**config.mk**
```make
export PLATFORM = sky130hd
export DESIGN_NAME = ngel_ram
export DESIGN_NICKNAME = d
export VERILOG_FILES = /design/src/design/ngel_ram.sv
export SDC_FILE = /design/constraint.sdc
export NUM_CORES = 2
export LEC_CHECK = 0
export ABC_CLOCK_PERIOD_IN_PS = 4500
export BUFFER_PORTS_ARGS = -buffer_cell sky130_fd_sc_hd__buf_2
export CAP_MARGIN = 20
export CORE_ASPECT_RATIO = 1.75
export CORE_UTILIZATION = 50
export DETAILED_ROUTE_END_ITERATION = 8
export GPL_ROUTABILITY_DRIVEN = 0
export PLACE_DENSITY_LB_ADDON = 0.3
export SLEW_MARGIN = 10
export SYNTH_ARGS = -nofsm -noshare
export SYNTH_HDL_FRONTEND = slang
export SYNTH_SLANG_ARGS = --single-unit
```
**constraint.sdc**
```tcl
create_clock -name clock -period 4.5 [get_ports clock]
set_input_delay 0.45 -clock clock [delete_from_list [all_inputs] [get_ports clock]]
set_output_delay 0.45 -clock clock [all_outputs]
set_load 0.05 [all_outputs]
```
**src/design/ngel_ram.sv**
```systemverilog
// Generic single-write, single-read RAM with registered read data.
`timescale 1ns / 1ps

module ngel_ram #(
   parameter int WIDTH = 32,
   parameter int DEPTH = 64
) (
   input  logic                     clock,
   input  logic                     wr_en,
   input  logic [$clog2(DEPTH)-1:0] wr_addr,
   input  logic [WIDTH-1:0]         wr_data,
   input  logic                     rd_en,
   input  logic [$clog2(DEPTH)-1:0] rd_addr,
   output logic [WIDTH-1:0]         rd_data
);

   logic [WIDTH-1:0] mem [DEPTH];

   always_ff @(posedge clock) begin
      if (wr_en) begin
         mem[wr_addr] <= wr_data;
      end
      // read data holds until the next enabled read
      if (rd_en) begin
         rd_data <= mem[rd_addr];
      end
   end

endmodule

```
* Yosys cells after proc, flatten, opt, wreduce, memory -nomap -nowiden
Memory sizes are Yosys's and may differ from the RTL's. A register that Yosys moved wholly into a read port is not among the register bits.
Cells that the tools add are included.
** Word-level totals
- Flip-flop bits (word level) :: 0
- RAM bits :: 2048
- Input bits :: 47
- Output and inout port bits :: 32
- Word-level logic and storage cells :: 3
- Memories :: 1
** Operators by class
- Mux-type cells :: 2
** Memories
- mem :: words 64, width 32, read ports 1, clocked after Yosys merged registers in 1, write ports 1, RTL line 17 : logic [WIDTH-1:0] mem [DEPTH];
** Operator list (number)
- 1-bit two-way mux :: 2

* Depth between registers and ports, before layout
- Depth after elaboration :: 2
- Depth in mapped cells :: 10
- Depth with buffers taken out :: 5

* Worst setup path before layout
Ideal clock, no wire load.
- Kind :: in2reg
- Start :: input port wr_addr[3]
- End :: memory mem[48][0] (enable)
- Setup time :: 0.461 ns
- Arrival :: 3.149 ns
- Required time :: 4.039 ns
- Path slack :: 0.890 ns
- Stages :: 4
- Buffers on the path :: 1
- Cell sequence :: clkbuf_1 -> nor2b_1 -> nand4b_1 -> nor3_1
** RTL lines
- from (decl) :: RTL line 10 : input logic [$clog2(DEPTH)-1:0] wr_addr,
- to (decl) :: RTL line 17
Straight into the memory's write port.

==> results.md <==
* Met2 Use GR at 0.461
* Chip Width at 302 um
* Unrepaired setup endpoints after global routing: no
* Htree depth at 4
* Synth Warn # at 0
* Most common cell after layout, fill and taps aside: edfxtp_1
* Clock Latency Late Sink at 0.83 ns
* Cell variety after synth at 33
* Tcrit/Tclk final at 0.672
* Final ANT Viol Nets at 0
* Drt first-iter violations at 4406
* Hold WC Path Type: input pin to flop
* Fmax at 331 MHz
* DRT Wirelength at 210 mm
* DRC at 0
* Layout Utilization at 0.568
* CP Capture Type: flop
* Hpwl dp at about 120 mm
* Final Critical Period at 3.02 ns
* Status: complete, no violations
* Number of I/O pins at 79
* # hold bufs at CTS at 0
* Vias in the first global route at 38400
* Layout Area Growth over Synthesis at 12.6%
* Fin Setup TNS at 0 ns
* CORE AREA at 0.156 sq mm
* Worst clock skew at 0.0513 ns
* CP Class: input pin to flop
* GR Layer Usage met3 at 0.0341
* Syn_nets at 3371
* Grt peak-use layer: met2
* Post-synth top area share at 0.792
* Worst EP required at 5.02 ns
* Reg2reg setup slack at between 1.5 and 2 ns
* GRT Residual Overflow at 0
* Die ar. at 0.159 sq mm
* Largest cells by area after synthesis: edfxtp_1 79%, mux4_2 16%, mux2i_1 1.2%, o22ai_1 0.67%, nor2_1 0.65%
* I/O Buffers at 78
* Gr usage total at 0.268
* Fin nets at 3665
* Initial antenna violation count at 15
* CTS tree: done
* Row count at 192
* CP Launch Type: input pin
* Arr. time, crit path at 3.54 ns
* Syn avg cell area at around 24 sq um
* Met1 usage at 0.331
* Setup repair bufs after CTS at 0
* Max_cap viols at 0
* Endpoints failing setup at 0
* Leak at 0.0276 uW
* Post-synthesis instance total at 3324
* Synth area leader: edfxtp_1
* Most frequent cells in the layout: 2080 x edfxtp_1, 544 x mux4_2, 199 x buf_4, 183 x clkbuf_16, 93 x mux2i_1
* Vias at 37400
* Crit Path Max Fanout at 43
* Pin count of the biggest net entering global routing at 76
* Die H at 527 um
* Starting density of the core at 0.504
* FF+latch count, synth at ~2100
* DR vias/cell at 6.47
* Worst slew pin tran at 1.15 ns
* Layout cells sized above 1 at 0.307
* Pwr/cell area at 435 mW/mm^2
* Root buf cell: clkbuf_16
* Worst-path clk slew at 0.07 ns
* Post_cts resized at 0
* Worst setup margin at 1.48 ns
* First-pass GRT wire length at 293 mm
* Final Hold Vio Count at 0
* Relative slew slack at 0.229
* Register area share after synthesis at 0.792
* Mapped Area at 0.0788 sq mm
* Final Max Tran Viols at 0
* Bufs on Longest Clock Path at 4
* Clock sinks at about 2100
* Drt pass-1 iters at 8
* Pre-CTS worst setup slack at roughly 0.62 ns
* Routed WL per cell at approximately 36 um
* Peak supply drop at approximately 310 uV
* Num CTS Buffers at 178
## path summary, 6_finish.rpt
kind,from,cells after the start,to
setup / recovery,rd_addr[0],8,rd_data[1]
hold / removal,wr_data[1],1,mem[16][1]
setup reg to reg,mem[38][4],5,rd_data[4]
hold reg to reg,mem[13][4],4,rd_data[4]
## metrics by stage
stage | total power, uW | hold slack, ns | std cells | cell area, sq um
floorplan | 23100 | 0.549 | 3324 | 78800
global route | 39500 | 0.114 | 5785 | 88800
detailed placement | 24200 | 0.913 | 5475 | 83300
CTS | 38900 | 0.0780 | 5784 | 88800
finish | 38700 | 0.121 | 5788 | 88800
global placement | 24200 | 0.866 | 5475 | 83300
## worst max-delay path, cell delays in order
cell	delay, ns
buf_8	0.46
buf_4	0.54
buf_4	0.27
mux4_2	0.53
o22ai_1	0.22
nor2_1	0.23
a21oi_1	0.60
nor2_1	0.15
## power by group
part	total (uW)	internal (uW)	switching (uW)
clock network	14900	8130	6720
registers	21500	21500	67.2
logic	2250	760	1490
total	38700	30400	8280
## cell families (layout without fill, tap and decap cells)
logic type	Yosys count	after routing	synth area share
buffers and inverters	182	605	0.0112
DFF	2080	2080	0.792
other	0	4	0
muxes	637	637	0.167
and+or+nand+nor	223	223	0.0126
AOI/OAI and AO/OA	202	202	0.0167
## per-layer routing
metal  vias to the layer above  routed length, um
li1                      14800                  -
met1                     20200              71700
met2                      1955             110000
met3                       403              16400
met4                         4              12600
met5                         -                 25
## layout make-up
type | instances | area [sq um]
flip-flops and latches | 2080 | 62500
fillers | 11000 | 67600
clock inverters | 87 | 737
diodes | 4 | 10.0
multi-input cells | 1062 | 16000
well taps | 2037 | 2550
repair buffers | 296 | 2320
clock buffers | 222 | 4730
## registers in the layout (all words and copies together), names as in the netlist
name / count
mem: 2048
rd_data: 32
## synthesized netlist by cell type (all sizes together)
cell / count
or3: 3
a21oi: 62
nand3b: 5
nor2: 137
and2: 2
or2: 3
a41o: 4
buf: 108
mux4: 544
nand2: 26
or3b: 5
a31oi: 1
edfxtp: 2080
nand3: 5
o22ai: 84
a311oi: 8
nor2b: 15
a22oi: 12
nand2b: 8
clkbuf: 74
and3: 4
nor3: 7
o221ai: 27
nand4b: 1
mux2i: 93
o32ai: 4
nand4: 2
Note: power is estimated with default switching activity, not from simulation.
